<file path="src/design/lsa_pkg.sv">
// Shared types and constants for the lane segment aggregator.
// Used by every module in the design folder; depends on nothing.
package lsa_pkg;

  // Default parameter values
  localparam int MAX_SEGMENTS_DEF = 512;
  localparam int SLOPE_FRAC_DEF   = 16;

  // Depth of the queue between front and back
  localparam int QUEUE_DEPTH = 4;

  // Configuration port widths
  localparam int CFG_IDX_W  = 3;
  localparam int CFG_DATA_W = 10;

  // Position output width and limits
  localparam int POS_W = 13;
  localparam logic [POS_W-1:0] POS_MAX = 13'h0fff;
  localparam logic [POS_W-1:0] POS_MIN = 13'h1000;

  // Register indexes
  localparam logic [CFG_IDX_W-1:0] REG_CENTER = 3'd0;
  localparam logic [CFG_IDX_W-1:0] REG_WIDTH  = 3'd1;
  localparam logic [CFG_IDX_W-1:0] REG_ROW    = 3'd2;
  localparam logic [CFG_IDX_W-1:0] REG_SLOPE  = 3'd3;
  localparam logic [CFG_IDX_W-1:0] REG_BAND   = 3'd4;

  // Serial unit operations
  localparam logic OP_MUL = 1'b0;
  localparam logic OP_DIV = 1'b1;

  typedef struct packed {
    logic [9:0] center_column;
    logic [9:0] image_width;
    logic [7:0] target_row;
    logic [7:0] max_slope;
    logic [9:0] error_band;
  } cfg_t;

  // One classified request as it sits in the queue
  typedef struct packed {
    logic       has_segment;
    logic       last_segment;
    logic [9:0] x_start;
    logic [7:0] y_start;
    logic [9:0] x_end;
    logic [7:0] y_end;
    logic [9:0] adx;
    logic [7:0] ady;
    logic       neg;
  } item_t;

  typedef struct packed {
    logic start;
    logic op;
  } unit_ctl_t;

endpackage

</file>
<file path="src/design/lsa_front.sv">
// Front end: accepts requests and works out endpoint deltas and slope sign.
// Depends on lsa_pkg; feeds lsa_queue.
module lsa_front (
  input  logic               in_valid,
  output logic               in_stall,
  input  logic               has_segment,
  input  logic [9:0]         x_start,
  input  logic [7:0]         y_start,
  input  logic [9:0]         x_end,
  input  logic [7:0]         y_end,
  input  logic               last_segment,
  input  logic               q_full,
  output logic               q_push,
  output lsa_pkg::item_t     q_item
);

  logic signed [10:0] dx;
  logic signed [8:0]  dy;

  // Stall while the queue has no room
  assign in_stall = q_full;
  assign q_push   = in_valid && !q_full;

  // Deltas and magnitudes
  always_comb begin
    dx = $signed({1'b0, x_end}) - $signed({1'b0, x_start});
    dy = $signed({1'b0, y_end}) - $signed({1'b0, y_start});
    q_item.has_segment  = has_segment;
    q_item.last_segment = last_segment;
    q_item.x_start      = x_start;
    q_item.y_start      = y_start;
    q_item.x_end        = x_end;
    q_item.y_end        = y_end;
    q_item.adx          = dx[10] ? 10'(-dx) : dx[9:0];
    q_item.ady          = dy[8] ? 8'(-dy) : dy[7:0];
    q_item.neg          = dx[10] != dy[8];
  end

endmodule

</file>
<file path="src/design/lsa_queue.sv">
// Small request queue between front and back.
// Depends on lsa_pkg for the entry type and depth.
module lsa_queue (
  input  logic           clk,
  input  logic           rst,
  input  logic           push,
  input  lsa_pkg::item_t wr_item,
  input  logic           pop,
  output lsa_pkg::item_t head,
  output logic           full,
  output logic           empty
);

  localparam int AW = $clog2(lsa_pkg::QUEUE_DEPTH);

  lsa_pkg::item_t mem [lsa_pkg::QUEUE_DEPTH];
  logic [AW-1:0]  wr_ptr;
  logic [AW-1:0]  rd_ptr;
  logic [AW:0]    count;

  assign full  = count == (AW+1)'(lsa_pkg::QUEUE_DEPTH);
  assign empty = count == '0;
  assign head  = mem[rd_ptr];

  // Storage
  always_ff @(posedge clk) begin
    if (push && !full) begin
      mem[wr_ptr] <= wr_item;
    end
  end

  // Pointers
  always_ff @(posedge clk) begin
    if (rst) begin
      wr_ptr <= '0;
      rd_ptr <= '0;
      count  <= '0;
    end else begin
      if (push && !full) begin
        wr_ptr <= (wr_ptr == AW'(lsa_pkg::QUEUE_DEPTH - 1)) ? '0 : wr_ptr + 1'b1;
      end
      if (pop && !empty) begin
        rd_ptr <= (rd_ptr == AW'(lsa_pkg::QUEUE_DEPTH - 1)) ? '0 : rd_ptr + 1'b1;
      end
      count <= count + (AW+1)'(push && !full) - (AW+1)'(pop && !empty);
    end
  end

endmodule

</file>
<file path="src/design/lsa_serial_unit.sv">
// Shared bit-serial unsigned multiplier and restoring divider.
// Depends on lsa_pkg for the control struct; one bit per cycle.
module lsa_serial_unit #(
  parameter int DW = 48
) (
  input  logic                      clk,
  input  logic                      rst,
  input  lsa_pkg::unit_ctl_t        ctl,
  input  logic [$clog2(DW+1)-1:0]   steps,
  input  logic [DW-1:0]             a,
  input  logic [DW-1:0]             b,
  output logic                      busy,
  output logic                      done,
  output logic [DW-1:0]             result
);

  localparam int SCW = $clog2(DW+1);

  logic [DW:0]    acc;
  logic [DW-1:0]  opr;
  logic [DW-1:0]  mc;
  logic [SCW-1:0] cnt;
  logic           op;
  logic [DW:0]    shifted;
  logic           fits;

  // Divide step: shift in next dividend bit and try the subtract
  always_comb begin
    shifted = {acc[DW-1:0], opr[DW-1]};
    fits    = shifted >= {1'b0, mc};
  end

  assign result = (op == lsa_pkg::OP_DIV) ? opr : acc[DW-1:0];

  // Control
  always_ff @(posedge clk) begin
    if (rst) begin
      busy <= 1'b0;
      done <= 1'b0;
      cnt  <= '0;
    end else begin
      done <= !ctl.start && busy && (cnt == SCW'(1));
      if (ctl.start) begin
        busy <= 1'b1;
        cnt  <= steps;
      end else if (busy) begin
        cnt <= cnt - 1'b1;
        if (cnt == SCW'(1)) begin
          busy <= 1'b0;
        end
      end
    end
  end

  // Datapath
  always_ff @(posedge clk) begin
    if (ctl.start) begin
      acc <= '0;
      opr <= a;
      mc  <= b;
      op  <= ctl.op;
    end else if (busy) begin
      if (op == lsa_pkg::OP_DIV) begin
        acc <= fits ? shifted - {1'b0, mc} : shifted;
        opr <= {opr[DW-2:0], fits};
      end else begin
        if (opr[0]) begin
          acc <= acc + {1'b0, mc};
        end
        mc  <= {mc[DW-2:0], 1'b0};
        opr <= {1'b0, opr[DW-1:1]};
      end
    end
  end

endmodule

</file>
<file path="src/design/lsa_back.sv">
// Back end: slope, side sums, line fit at frame end, mode flags, result register.
// Depends on lsa_pkg and lsa_serial_unit; pops requests from lsa_queue.
module lsa_back #(
  parameter int MAX_SEGMENTS = lsa_pkg::MAX_SEGMENTS_DEF,
  parameter int FRAC_BITS    = lsa_pkg::SLOPE_FRAC_DEF
) (
  input  logic                           clk,
  input  logic                           rst,
  input  lsa_pkg::cfg_t                  cfg,
  input  logic                           q_empty,
  input  lsa_pkg::item_t                 q_head,
  output logic                           q_pop,
  output logic                           out_valid,
  input  logic                           out_stall,
  output logic signed [lsa_pkg::POS_W-1:0] left_position,
  output logic signed [lsa_pkg::POS_W-1:0] right_position,
  output logic                           left_enabled,
  output logic                           right_enabled
);

  localparam int CW  = $clog2(MAX_SEGMENTS + 1);
  localparam int XW  = CW + 11;
  localparam int YW  = CW + 9;
  localparam int MW  = 8 + FRAC_BITS;
  localparam int SMW = MW + CW;
  localparam int SW  = SMW + 1;
  localparam int DW  = XW + MW + 2;
  localparam int SCW = $clog2(DW + 1);
  localparam int PW  = lsa_pkg::POS_W;

  localparam logic [3:0] ST_IDLE  = 4'd0;
  localparam logic [3:0] ST_SWAIT = 4'd1;
  localparam logic [3:0] ST_CHECK = 4'd2;
  localparam logic [3:0] ST_FIT   = 4'd3;
  localparam logic [3:0] ST_MWAIT = 4'd4;
  localparam logic [3:0] ST_PWAIT = 4'd5;
  localparam logic [3:0] ST_DWAIT = 4'd6;
  localparam logic [3:0] ST_QWAIT = 4'd7;
  localparam logic [3:0] ST_FLAGS = 4'd8;
  localparam logic [3:0] ST_OUT   = 4'd9;

  logic [3:0]          state;
  lsa_pkg::item_t      item;
  logic                seen;
  logic                left_mode;
  logic                right_mode;
  logic                side;
  logic [CW-1:0]       cnt [2];
  logic [XW-1:0]       xt  [2];
  logic [YW-1:0]       yt  [2];
  logic [SW-1:0]       st  [2];
  logic [PW-1:0]       pos [2];
  logic [MW-1:0]       mmag;
  logic                msign;
  logic [DW-1:0]       num;

  lsa_pkg::unit_ctl_t  u_ctl;
  logic                u_start;
  logic                u_op;
  logic [SCW-1:0]      u_steps;
  logic [DW-1:0]       u_a;
  logic [DW-1:0]       u_b;
  logic                u_busy;
  logic                u_done;
  logic [DW-1:0]       u_res;

  assign u_ctl.start = u_start;
  assign u_ctl.op    = u_op;

  lsa_serial_unit #(.DW(DW)) u_unit (
    .clk    (clk),
    .rst    (rst),
    .ctl    (u_ctl),
    .steps  (u_steps),
    .a      (u_a),
    .b      (u_b),
    .busy   (u_busy),
    .done   (u_done),
    .result (u_res)
  );

  // Slope check and side choice for the current segment
  logic [MW-1:0]  mag;
  logic           keep;
  logic           to_l;
  logic           to_r;
  logic           add_l;
  logic           add_r;
  logic [SW-1:0]  slope;

  always_comb begin
    mag   = u_res[MW-1:0];
    keep  = (mag != '0) && (mag <= {cfg.max_slope, {FRAC_BITS{1'b0}}});
    slope = item.neg ? SW'(-{{(SW-MW){1'b0}}, mag}) : {{(SW-MW){1'b0}}, mag};
    to_l  = 1'b0;
    to_r  = 1'b0;
    if (left_mode && right_mode) begin
      to_l = item.neg && (item.x_end < cfg.center_column);
      to_r = !item.neg && (item.x_start > cfg.center_column);
    end else if (right_mode) begin
      to_r = !item.neg;
    end else if (left_mode) begin
      to_l = item.neg;
    end
    add_l = keep && to_l && (cnt[0] < CW'(MAX_SEGMENTS));
    add_r = keep && !add_l && to_r && (cnt[1] < CW'(MAX_SEGMENTS));
  end

  // Fit terms for the side under work
  logic [CW-1:0]  cnt_s;
  logic [SMW-1:0] abs_s;
  logic [CW+8:0]  two_n_tr;
  logic [DW-1:0]  term;
  logic [DW-1:0]  prod_s;
  logic [DW-1:0]  num_next;
  logic [DW-1:0]  num_abs;
  logic           q_neg;
  logic [PW-1:0]  pos_sat;
  logic [PW-1:0]  empty_pos;

  always_comb begin
    cnt_s     = cnt[side];
    abs_s     = st[side][SW-1] ? SMW'(-st[side]) : st[side][SMW-1:0];
    two_n_tr  = (CW+9)'({cnt_s, 1'b0}) * (CW+9)'(cfg.target_row);
    term      = (DW'(two_n_tr) - DW'(yt[side])) << FRAC_BITS;
    prod_s    = msign ? DW'(-u_res) : u_res;
    num_next  = prod_s + term;
    num_abs   = num[DW-1] ? DW'(-num) : num;
    q_neg     = num[DW-1] ^ msign;
    empty_pos = side ? PW'(cfg.image_width) : '0;
    if (q_neg) begin
      pos_sat = (u_res > DW'(4096)) ? lsa_pkg::POS_MIN : PW'(-u_res[PW-1:0]);
    end else begin
      pos_sat = (u_res > DW'(4095)) ? lsa_pkg::POS_MAX : u_res[PW-1:0];
    end
  end

  // Serial unit launch for each pass
  logic u_launch;

  assign u_launch = ((state == ST_IDLE) && !q_empty && q_head.has_segment &&
                     (q_head.adx != '0))
                 || ((state == ST_FIT) && (cnt_s != '0))
                 || ((state == ST_MWAIT) && u_done && (u_res[MW-1:0] != '0))
                 || ((state == ST_PWAIT) && u_done)
                 || ((state == ST_DWAIT) && u_done);

  // Mode update from the two positions
  logic signed [PW+1:0] dev;
  logic signed [PW+1:0] band;

  always_comb begin
    dev  = (PW+2)'($signed(pos[0])) + (PW+2)'($signed(pos[1]))
         - $signed({5'b0, cfg.image_width});
    band = $signed({5'b0, cfg.error_band});
  end

  assign q_pop = (state == ST_IDLE) && !q_empty;

  // Sequencer
  always_ff @(posedge clk) begin
    if (rst) begin
      state      <= ST_IDLE;
      seen       <= 1'b0;
      left_mode  <= 1'b1;
      right_mode <= 1'b1;
      side       <= 1'b0;
      out_valid  <= 1'b0;
      u_start    <= 1'b0;
      for (int i = 0; i < 2; i++) begin
        cnt[i] <= '0;
        xt[i]  <= '0;
        yt[i]  <= '0;
        st[i]  <= '0;
      end
    end else begin
      u_start <= u_launch;
      if (state == ST_OUT && (!out_valid || !out_stall)) begin
        out_valid <= 1'b1;
      end else if (out_valid && !out_stall) begin
        out_valid <= 1'b0;
      end
      unique case (state)
        ST_IDLE: begin
          if (!q_empty) begin
            item <= q_head;
            if (q_head.has_segment) begin
              seen <= 1'b1;
            end
            if (q_head.has_segment && q_head.adx != '0) begin
              u_op    <= lsa_pkg::OP_DIV;
              u_a     <= DW'(q_head.ady) << (DW - 8);
              u_b     <= DW'(q_head.adx);
              u_steps <= SCW'(MW);
              state   <= ST_SWAIT;
            end else begin
              state <= ST_CHECK;
            end
          end
        end
        ST_SWAIT: begin
          if (u_done) begin
            if (add_l) begin
              cnt[0] <= cnt[0] + 1'b1;
              xt[0]  <= xt[0] + XW'(item.x_start) + XW'(item.x_end);
              yt[0]  <= yt[0] + YW'(item.y_start) + YW'(item.y_end);
              st[0]  <= st[0] + slope;
            end else if (add_r) begin
              cnt[1] <= cnt[1] + 1'b1;
              xt[1]  <= xt[1] + XW'(item.x_start) + XW'(item.x_end);
              yt[1]  <= yt[1] + YW'(item.y_start) + YW'(item.y_end);
              st[1]  <= st[1] + slope;
            end
            state <= ST_CHECK;
          end
        end
        ST_CHECK: begin
          if (!item.last_segment) begin
            state <= ST_IDLE;
          end else if (!seen) begin
            pos[0] <= '0;
            pos[1] <= '0;
            state  <= ST_OUT;
          end else begin
            side  <= 1'b0;
            state <= ST_FIT;
          end
        end
        ST_FIT: begin
          if (cnt_s == '0) begin
            pos[side] <= empty_pos;
            side      <= 1'b1;
            state     <= side ? ST_FLAGS : ST_FIT;
          end else begin
            // mean slope
            u_op    <= lsa_pkg::OP_DIV;
            u_a     <= DW'(abs_s) << (DW - SMW);
            u_b     <= DW'(cnt_s);
            u_steps <= SCW'(SMW);
            msign   <= st[side][SW-1];
            state   <= ST_MWAIT;
          end
        end
        ST_MWAIT: begin
          if (u_done) begin
            mmag <= u_res[MW-1:0];
            if (u_res[MW-1:0] == '0) begin
              pos[side] <= empty_pos;
              side      <= 1'b1;
              state     <= side ? ST_FLAGS : ST_FIT;
            end else begin
              // X * |m|
              u_op    <= lsa_pkg::OP_MUL;
              u_a     <= DW'(xt[side]);
              u_b     <= DW'(u_res[MW-1:0]);
              u_steps <= SCW'(XW);
              state   <= ST_PWAIT;
            end
          end
        end
        ST_PWAIT: begin
          if (u_done) begin
            num     <= num_next;
            // 2n * |m|
            u_op    <= lsa_pkg::OP_MUL;
            u_a     <= DW'({cnt_s, 1'b0});
            u_b     <= DW'(mmag);
            u_steps <= SCW'(CW + 1);
            state   <= ST_DWAIT;
          end
        end
        ST_DWAIT: begin
          if (u_done) begin
            u_op    <= lsa_pkg::OP_DIV;
            u_a     <= num_abs;
            u_b     <= u_res;
            u_steps <= SCW'(DW);
            state   <= ST_QWAIT;
          end
        end
        ST_QWAIT: begin
          if (u_done) begin
            pos[side] <= pos_sat;
            side      <= 1'b1;
            state     <= side ? ST_FLAGS : ST_FIT;
          end
        end
        ST_FLAGS: begin
          if (dev > band) begin
            left_mode  <= 1'b1;
            right_mode <= 1'b0;
          end else if (dev < -band) begin
            left_mode  <= 1'b0;
            right_mode <= 1'b1;
          end else begin
            left_mode  <= 1'b1;
            right_mode <= 1'b1;
          end
          state <= ST_OUT;
        end
        ST_OUT: begin
          if (!out_valid || !out_stall) begin
            seen      <= 1'b0;
            for (int i = 0; i < 2; i++) begin
              cnt[i] <= '0;
              xt[i]  <= '0;
              yt[i]  <= '0;
              st[i]  <= '0;
            end
            state <= ST_IDLE;
          end
        end
        default: state <= ST_IDLE;
      endcase
    end
  end

  // Result register payload
  always_ff @(posedge clk) begin
    if (state == ST_OUT && (!out_valid || !out_stall)) begin
      left_position  <= pos[0];
      right_position <= pos[1];
      left_enabled   <= left_mode;
      right_enabled  <= right_mode;
    end
  end

`ifndef SYNTH
  a_unit_idle_on_start: assert property (@(posedge clk) disable iff (rst)
    u_ctl.start |-> !u_busy) else $error("serial unit started while busy");
  a_mode_never_none: assert property (@(posedge clk) disable iff (rst)
    1'b1 |-> (left_mode || right_mode)) else $error("both mode flags clear");
  a_count_bounded: assert property (@(posedge clk) disable iff (rst)
    1'b1 |-> (cnt[0] <= CW'(MAX_SEGMENTS) && cnt[1] <= CW'(MAX_SEGMENTS)))
    else $error("side count beyond limit");
  a_clear_after_result: assert property (@(posedge clk) disable iff (rst)
    (state == ST_OUT && (!out_valid || !out_stall)) |=> (cnt[0] == '0 && !seen))
    else $error("frame sums not cleared after result");
`endif

endmodule

</file>
<file path="src/design/lane_segment_aggregator.sv">
// Top level of the lane segment aggregator: config registers, front, queue, back.
// Depends on lsa_pkg, lsa_front, lsa_queue, lsa_back.
//
//  channel  | signals                                  | handshake
//  ---------+------------------------------------------+------------------
//  in       | has_segment x_start y_start x_end y_end  | in_valid/in_stall
//           | last_segment                             |
//  out      | left_position right_position             | out_valid/out_stall
//           | left_enabled right_enabled               |
//  cfg      | cfg_index cfg_data                       | cfg_valid/cfg_ready
//
// A segment with a nonzero x delta gets its slope from the bit-serial divider of the shared unit.
// A frame-end item after segments adds the line fit on the same unit: per side with segments,
// up to four passes in order (mean slope, x product, denominator, quotient).
// A four-entry queue takes requests while the back end works; the output register lets
// the back end run on into the next frame while out_stall holds a result.
// rst is synchronous; it loads the register defaults and sets both mode flags.
module lane_segment_aggregator #(
  parameter int MAX_SEGMENTS    = lsa_pkg::MAX_SEGMENTS_DEF,
  parameter int SLOPE_FRAC_BITS = lsa_pkg::SLOPE_FRAC_DEF
) (
  input  logic                             clk,
  input  logic                             rst,
  input  logic                             in_valid,
  output logic                             in_stall,
  input  logic                             has_segment,
  input  logic [9:0]                       x_start,
  input  logic [7:0]                       y_start,
  input  logic [9:0]                       x_end,
  input  logic [7:0]                       y_end,
  input  logic                             last_segment,
  output logic                             out_valid,
  input  logic                             out_stall,
  output logic signed [lsa_pkg::POS_W-1:0] left_position,
  output logic signed [lsa_pkg::POS_W-1:0] right_position,
  output logic                             left_enabled,
  output logic                             right_enabled,
  input  logic                             cfg_valid,
  output logic                             cfg_ready,
  input  logic [lsa_pkg::CFG_IDX_W-1:0]    cfg_index,
  input  logic [lsa_pkg::CFG_DATA_W-1:0]   cfg_data
);

  lsa_pkg::cfg_t  cfg;
  lsa_pkg::item_t f_item;
  lsa_pkg::item_t q_head;
  logic           q_push;
  logic           q_pop;
  logic           q_full;
  logic           q_empty;

  assign cfg_ready = 1'b1;

  // Configuration registers
  always_ff @(posedge clk) begin
    if (rst) begin
      cfg.center_column <= 10'd320;
      cfg.image_width   <= 10'd640;
      cfg.target_row    <= 8'd60;
      cfg.max_slope     <= 8'd10;
      cfg.error_band    <= 10'd128;
    end else if (cfg_valid && cfg_ready) begin
      unique case (cfg_index)
        lsa_pkg::REG_CENTER: cfg.center_column <= cfg_data;
        lsa_pkg::REG_WIDTH:  cfg.image_width   <= cfg_data;
        lsa_pkg::REG_ROW:    cfg.target_row    <= cfg_data[7:0];
        lsa_pkg::REG_SLOPE:  cfg.max_slope     <= cfg_data[7:0];
        lsa_pkg::REG_BAND:   cfg.error_band    <= cfg_data;
        default: ;
      endcase
    end
  end

  lsa_front u_front (
    .in_valid     (in_valid),
    .in_stall     (in_stall),
    .has_segment  (has_segment),
    .x_start      (x_start),
    .y_start      (y_start),
    .x_end        (x_end),
    .y_end        (y_end),
    .last_segment (last_segment),
    .q_full       (q_full),
    .q_push       (q_push),
    .q_item       (f_item)
  );

  lsa_queue u_queue (
    .clk     (clk),
    .rst     (rst),
    .push    (q_push),
    .wr_item (f_item),
    .pop     (q_pop),
    .head    (q_head),
    .full    (q_full),
    .empty   (q_empty)
  );

  lsa_back #(
    .MAX_SEGMENTS (MAX_SEGMENTS),
    .FRAC_BITS    (SLOPE_FRAC_BITS)
  ) u_back (
    .clk            (clk),
    .rst            (rst),
    .cfg            (cfg),
    .q_empty        (q_empty),
    .q_head         (q_head),
    .q_pop          (q_pop),
    .out_valid      (out_valid),
    .out_stall      (out_stall),
    .left_position  (left_position),
    .right_position (right_position),
    .left_enabled   (left_enabled),
    .right_enabled  (right_enabled)
  );

endmodule
</file>
<file path="config.mk">
export PLATFORM = sky130hd
export DESIGN_NAME = lane_segment_aggregator
export DESIGN_NICKNAME = d
export VERILOG_FILES = /design/src/design/lsa_pkg.sv /design/src/design/lsa_front.sv /design/src/design/lsa_queue.sv /design/src/design/lsa_serial_unit.sv /design/src/design/lsa_back.sv /design/src/design/lane_segment_aggregator.sv
export SDC_FILE = /design/constraint.sdc
export NUM_CORES = 2
export LEC_CHECK = 0
export BUFFER_PORTS_ARGS = -buffer_cell sky130_fd_sc_hd__buf_2
export CAP_MARGIN = 10
export CORE_UTILIZATION = 59
export CTS_CLUSTER_DIAMETER = 120
export DETAILED_ROUTE_END_ITERATION = 8
export PLACE_DENSITY = 0.75
export SYNTH_ARGS = -nofsm -noshare
export SYNTH_HDL_FRONTEND = slang
export SYNTH_SLANG_ARGS = --single-unit
</file>
<file path="constraint.sdc">
create_clock -name clk -period 16.3 [get_ports clk]
set_input_delay 3.26 -clock clk [delete_from_list [all_inputs] [get_ports clk]]
set_output_delay 3.26 -clock clk [all_outputs]
set_load 0.1 [all_outputs]
</file>
; After elaboration in Yosys (flattened, before gate mapping)
; Memories as Yosys holds them, arrays and structs flattened. A register that Yosys moved wholly into a read port is not among the register bits.
; Index checks and enable logic that the tools add are counted.
[op_classes]
n_addsub = 33
n_mul = 1
div_mod_pow = 0
order_cmp = 10
n_eq_ne = 34
n_shift = 0
mux = 161
bitwise_logic = 22
reduce_logical = 67
[op_table]
columns = operator, count
row1 = 2-to-1 mux 47 bit, 23
row2 = one-hot mux 47 bit (5 select lines), 2
row3 = 2-to-1 mux 35 bit, 5
row4 = 2-to-1 mux 48 bit, 3
row5 = negation 47 bit, 2
row6 = adder 21 x 10 -> 21 bit, 4
row7 = 2-to-1 mux 21 bit, 4
row8 = 2-to-1 mux 13 bit, 6
row9 = adder 19 x 8 -> 19 bit, 4
row10 = 2-to-1 mux 19 bit, 4
row11 = 2-to-1 mux 1 bit, 75
row12 = adder 35 bit, 2
row13 = 2-to-1 mux 10 bit, 6
row14 = 2-to-1 mux 6 bit, 9
row15 = adder 48 x 47 -> 48 bit, 1
row16 = >= comparator 48 x 47 -> 1 bit, 1
row17 = 2-to-1 mux 4 bit, 12
row18 = subtractor 48 x 47 -> 48 bit, 1
row19 = adder 47 bit, 1
row20 = greater-than comparator 47 x 12 -> 1 bit (second input constant), 1
row21 = greater-than comparator 47 x 13 -> 1 bit (second input constant), 1
row22 = one-hot mux 4 bit (10 select lines), 1
row23 = negation 24 -> 35 bit, 1
row24 = 2-to-1 mux 34 bit, 1
row25 = 61 further kinds, 158
[word_totals]
regBits = 453
latch_bits = 0
mem_bits_rw = 424
mem_bits_ro = 0
inputBits = 56
output_inout_bits = 31
word_cells = 373
n_memories = 6
[memory_table]
columns = name, depth, width, read_ports, rd_ports_with_merged_regs, write_ports, line_no
row1 = u_queue.mem, 4, 57, 1, 1, 1, lsa_queue.sv:16  ; lsa_pkg::item_t mem [lsa_pkg::QUEUE_DEPTH];
row2 = u_back.st, 2, 35, 3, 1, 2, lsa_back.sv:51  ; logic [SW-1:0] st [2];
row3 = u_back.xt, 2, 21, 3, 1, 2, lsa_back.sv:49  ; logic [XW-1:0] xt [2];
row4 = u_back.yt, 2, 19, 3, 1, 2, lsa_back.sv:50  ; logic [YW-1:0] yt [2];
row5 = u_back.pos, 2, 13, 2, 0, 2, lsa_back.sv:52  ; logic [PW-1:0] pos [2];
row6 = u_back.cnt, 2, 10, 3, 1, 2, lsa_back.sv:48  ; logic [CW-1:0] cnt [2];

; Longest topological paths before layout
[logic_depth]
ltp_word = 17
depth_mapped = 42
ltp_nobuf = 38

; By module
; A second synthesis with hierarchy kept.
[hier_totals]
cells_unflattened = 5686
hier_area_um2 = 59975.0
[by_module_without_submodules]
columns = module, n_inst, cells_per_inst, area_each_um2, seq_area_each_um2
row1 = lsa_back, 1, 3358, 34713.3, 13282.7
row2 = lsa_serial_unit, 1, 1600, 13244.0, 3953.8
row3 = lsa_queue, 1, 347, 8700.8, 7026.7
row4 = lane_segment_aggregator, 1, 178, 1879.3, 920.9
row5 = lsa_front, 1, 203, 1437.6, 0.0

; Least setup slack after synthesis
; OpenSTA, ideal clock, no wires.
[synth_path]
path_kind = in2reg
from = input rst
to = register u_back.u_a[0] (enable)
setup_time_ps = 844
arrival_ps = 14084
t_required_ps = 15456
path_slack_ps = 1372
stages = 3
path_buffers = 2
cell_sequence = clkbuf_1 clkbuf_1 nor4b_1
[synth_via]
elab_chain_len = 2
[synth_lines]
columns = element, line_no
row1 = from (decl), lane_segment_aggregator.sv:23  ; input logic rst,
row2 = NOT 1 bit (no line), --
row3 = AND reduction 9 bit (no line), --
row4 = to (signal assigned), lsa_back.sv:192  ; u_a <= DW'(q_head.ady) << (DW - 8);
row5 = to (signal assigned), lsa_back.sv:237  ; u_a <= DW'(abs_s) << (DW - SMW);
row6 = to (signal assigned), lsa_back.sv:254  ; u_a <= DW'(xt[side]);
row7 = to (decl), lsa_back.sv:61  ; logic [DW-1:0] u_a;
; Every way passes these cells.
; A chain may end at the register's enable or synchronous reset.

==> results_dict.tcl <==
set metrics [dict create \
    seq_area_frac_synth_pct 43.48 \
    cts.sinks 879 \
    yosys.cell_types.count 87 \
    grt_pass1_wl_um 235400 \
    clkLatencyLatePin_ns 0.70 \
    tns_ns 0 \
    gr-total-overflow 0 \
    drtIter0Drc 4524 \
    synth.most_common_cell "edfxtp_1" \
    synth_seq_cells 879 \
    drc 0 \
    p_leak_nw 24.28 \
    final_core_util_pct 64.70 \
    finalWorstSetupSlack_ns 5.483 \
    path_clk_slew_ns 0.06 \
    period_share_pct 66.36 \
    place_congestion 0.9628 \
    antenna_found_initial 1 \
    power_density_nw_per_um2 191.8 \
    skew_ns 0.03799 \
    cp_common_cell "a21oi_1" \
    synth.avg_cell_area_um2 10.15 \
    critPathTopFamily "compound AO/OA/AOI/OAI gates" \
    hold_violations 0 \
    outcome "finished, final reports clean" \
    slowest_stage "mux2i_1" \
    routed_wl_um 153400 \
    start_kind "flop" \
    detail-route-antenna-nets 0 \
    synth_nets 6253 \
    layout_min_cycle_time_ns 10.82 \
    dp.final_hpwl_um 112200 \
    die_h_um 315.3 \
    crit_fanout 45 \
    postCtsHoldBufs 0 \
    synthTopCellsByArea "edfxtp_1, ha_1, xnor2_1" \
    fillers 7747 \
    initial_core_util_pct 59.72 \
    ctsResizeCount 0 \
    tightest_slew_ns 1.228 \
    grt_start_max_net_pins 109 \
    vias_per_cell 6.226 \
    layout.nets 6263 \
    ys_top_cells_by_count "edfxtp_1, nand2_1, nor2_1" \
    end_kind "flop" \
    synth_top_area_share_pct 39.30 \
    max_freq_ghz 0.09244 \
    path_buf_inv 3 \
    grt_usage_pct 30.36 \
    peakVddDrop_mv 0.1915 \
    max_cap_violations 0 \
    die_x_um 315.3 \
    netlist_area_um2 57920 \
    hp-class "reg -> reg" \
    synth_top_area_cell "edfxtp_1" \
    cp.required_ns 16.71 \
    critPathArrivalTime_ns 11.23 \
    fp.dieArea_um2 99430 \
    slowest_delay_ns 1.07 \
    finalSetupViolations 0 \
    wl_per_cell_um 21.69 \
    port_buffers 85 \
    cts_tree "built" \
    core_area_um2 96990 \
    pin_count 87 \
    cts_made_buffers 95 \
    fp-row-count 114 \
    drive_above_1_share_pct 7.108 \
    postCtsSetupRepairBufs 0 \
    cts-root-buf "clkbuf_16" \
    first_global_vias 41529 \
    max-slew-margin-rel_pct 15.80 \
    area_growth_pct 8.344 \
    cts_buffer_depth 3 \
    htreeDepth 3 \
    async_reset_ff_share_pct 0 \
    rsz0062_at_grt "false" \
    place_ws_ns 5.692 \
    num_vias 44027 \
    syn-instance-count 5705 \
    crit_type "reg -> reg" \
    firstDrtPassIters 6 \
    synthFlopType "edfxtp_1" \
    slew_violations 0 \
    ys.warnings.count 0 \
    num_antenna_cells 0 \
    synth_edf_count 758 \
]
[registers in the layout (all words and copies together) (netlist names), 20 cells and up, named ones only]
name / cells
u_back.pos: 26
u_back.st: 70
u_back.xt: 42
u_back.u_a: 47
u_queue.mem: 228
u_back.u_unit.mc: 47
u_back.item: 38
u_back.num: 47
u_back.u_unit.opr: 47
u_back.yt: 38
u_back.u_b: 47
u_back.mmag: 24
u_back.cnt: 20
u_back.u_unit.acc: 47
cfg: 46
[layout by cell type (no fill, tap or decap), types with 57 or more instances in the layout]
master | netlist | layout
nand3_1 | 108 | 108
o21ai_0 | 343 | 341
nor2_1 | 498 | 494
nand2b_1 | 70 | 70
nand2_1 | 559 | 556
buf_2 | 20 | 85
a211oi_1 | 58 | 57
ha_1 | 393 | 393
a21oi_1 | 378 | 377
fa_1 | 99 | 99
nor3_1 | 131 | 131
nor2b_1 | 93 | 93
and2_1 | 62 | 58
clkbuf_16 | 0 | 95
xnor2_1 | 285 | 285
a21o_1 | 115 | 114
mux4_2 | 57 | 57
edfxtp_1 | 758 | 758
dfxtp_1 | 121 | 117
mux2i_1 | 184 | 183
inv_1 | 324 | 324
xor2_1 | 180 | 180
[report_power, final]
part           switching [mW]  internal (mW)
Combinational            3.79           2.55
Sequential              0.376           3.07
Clock                   0.950           1.29
[stage by stage]
step / hold WS [ns] / std cells / instance area, µm² / total power [mW]
after detailed placement: 0.4045 / 6892 / 59550 / 9.642
after CTS: 0.4183 / 7070 / 62740 / 11.93
after global placement: 0.4039 / 6892 / 59550 / 9.491
after global routing: 0.4258 / 7072 / 62760 / 12.78
after floorplan: 0.4003 / 5705 / 57920 / 8.149
final: 0.4181 / 7072 / 62760 / 12.04
[metal layers]
| layer | part of all wire [%] | up-vias | global-route usage [%] |
|---|---|---|---|
| met5 | 0.0052 | - | 0 |
| met4 | 3.1 | 2 | 9.179 |
| met3 | 8.0 | 249 | 4.683 |
| met2 | 46 | 1722 | 48.10 |
| met1 | 43 | 21368 | 43.17 |
| li1 | - | 20686 | - |
[cell type report]
type / instances / area [µm²] / share of cell area, %
clock buffer: 121 / 2515 / 4.007
multi-input combinational: 4274 / 30720 / 48.95
clock inverter: 57 / 676.9 / 1.079
sequential: 879 / 25200 / 40.15
tap: 1276 / 1597 / 2.544
timing repair buffer: 138 / 827.0 / 1.318
inverter: 327 / 1227 / 1.956
[logic make-up after synthesis]
logic type / synth area share (%)
and+or+nand+nor: 14.03
AOI/OAI and AO/OA: 14.22
DFF: 43.48
buffers and inverters: 3.672
adders and majority gates: 11.91
xor gates and xnor gates: 7.031
muxes: 5.655
other: 0.006474
[final timing paths]
path,from,endpoint,slack [ns],cells after the start
worst max-delay path,flop,u_back.num[46],5.48,33
worst min-delay path,u_back.u_op,u_back.u_unit.op,0.42,0
worst max register to register,flop,u_back.num[46],5.48,33
worst min register to register,u_back.u_op,u_back.u_unit.op,0.42,0
Power figures use the tool's default switching activity.
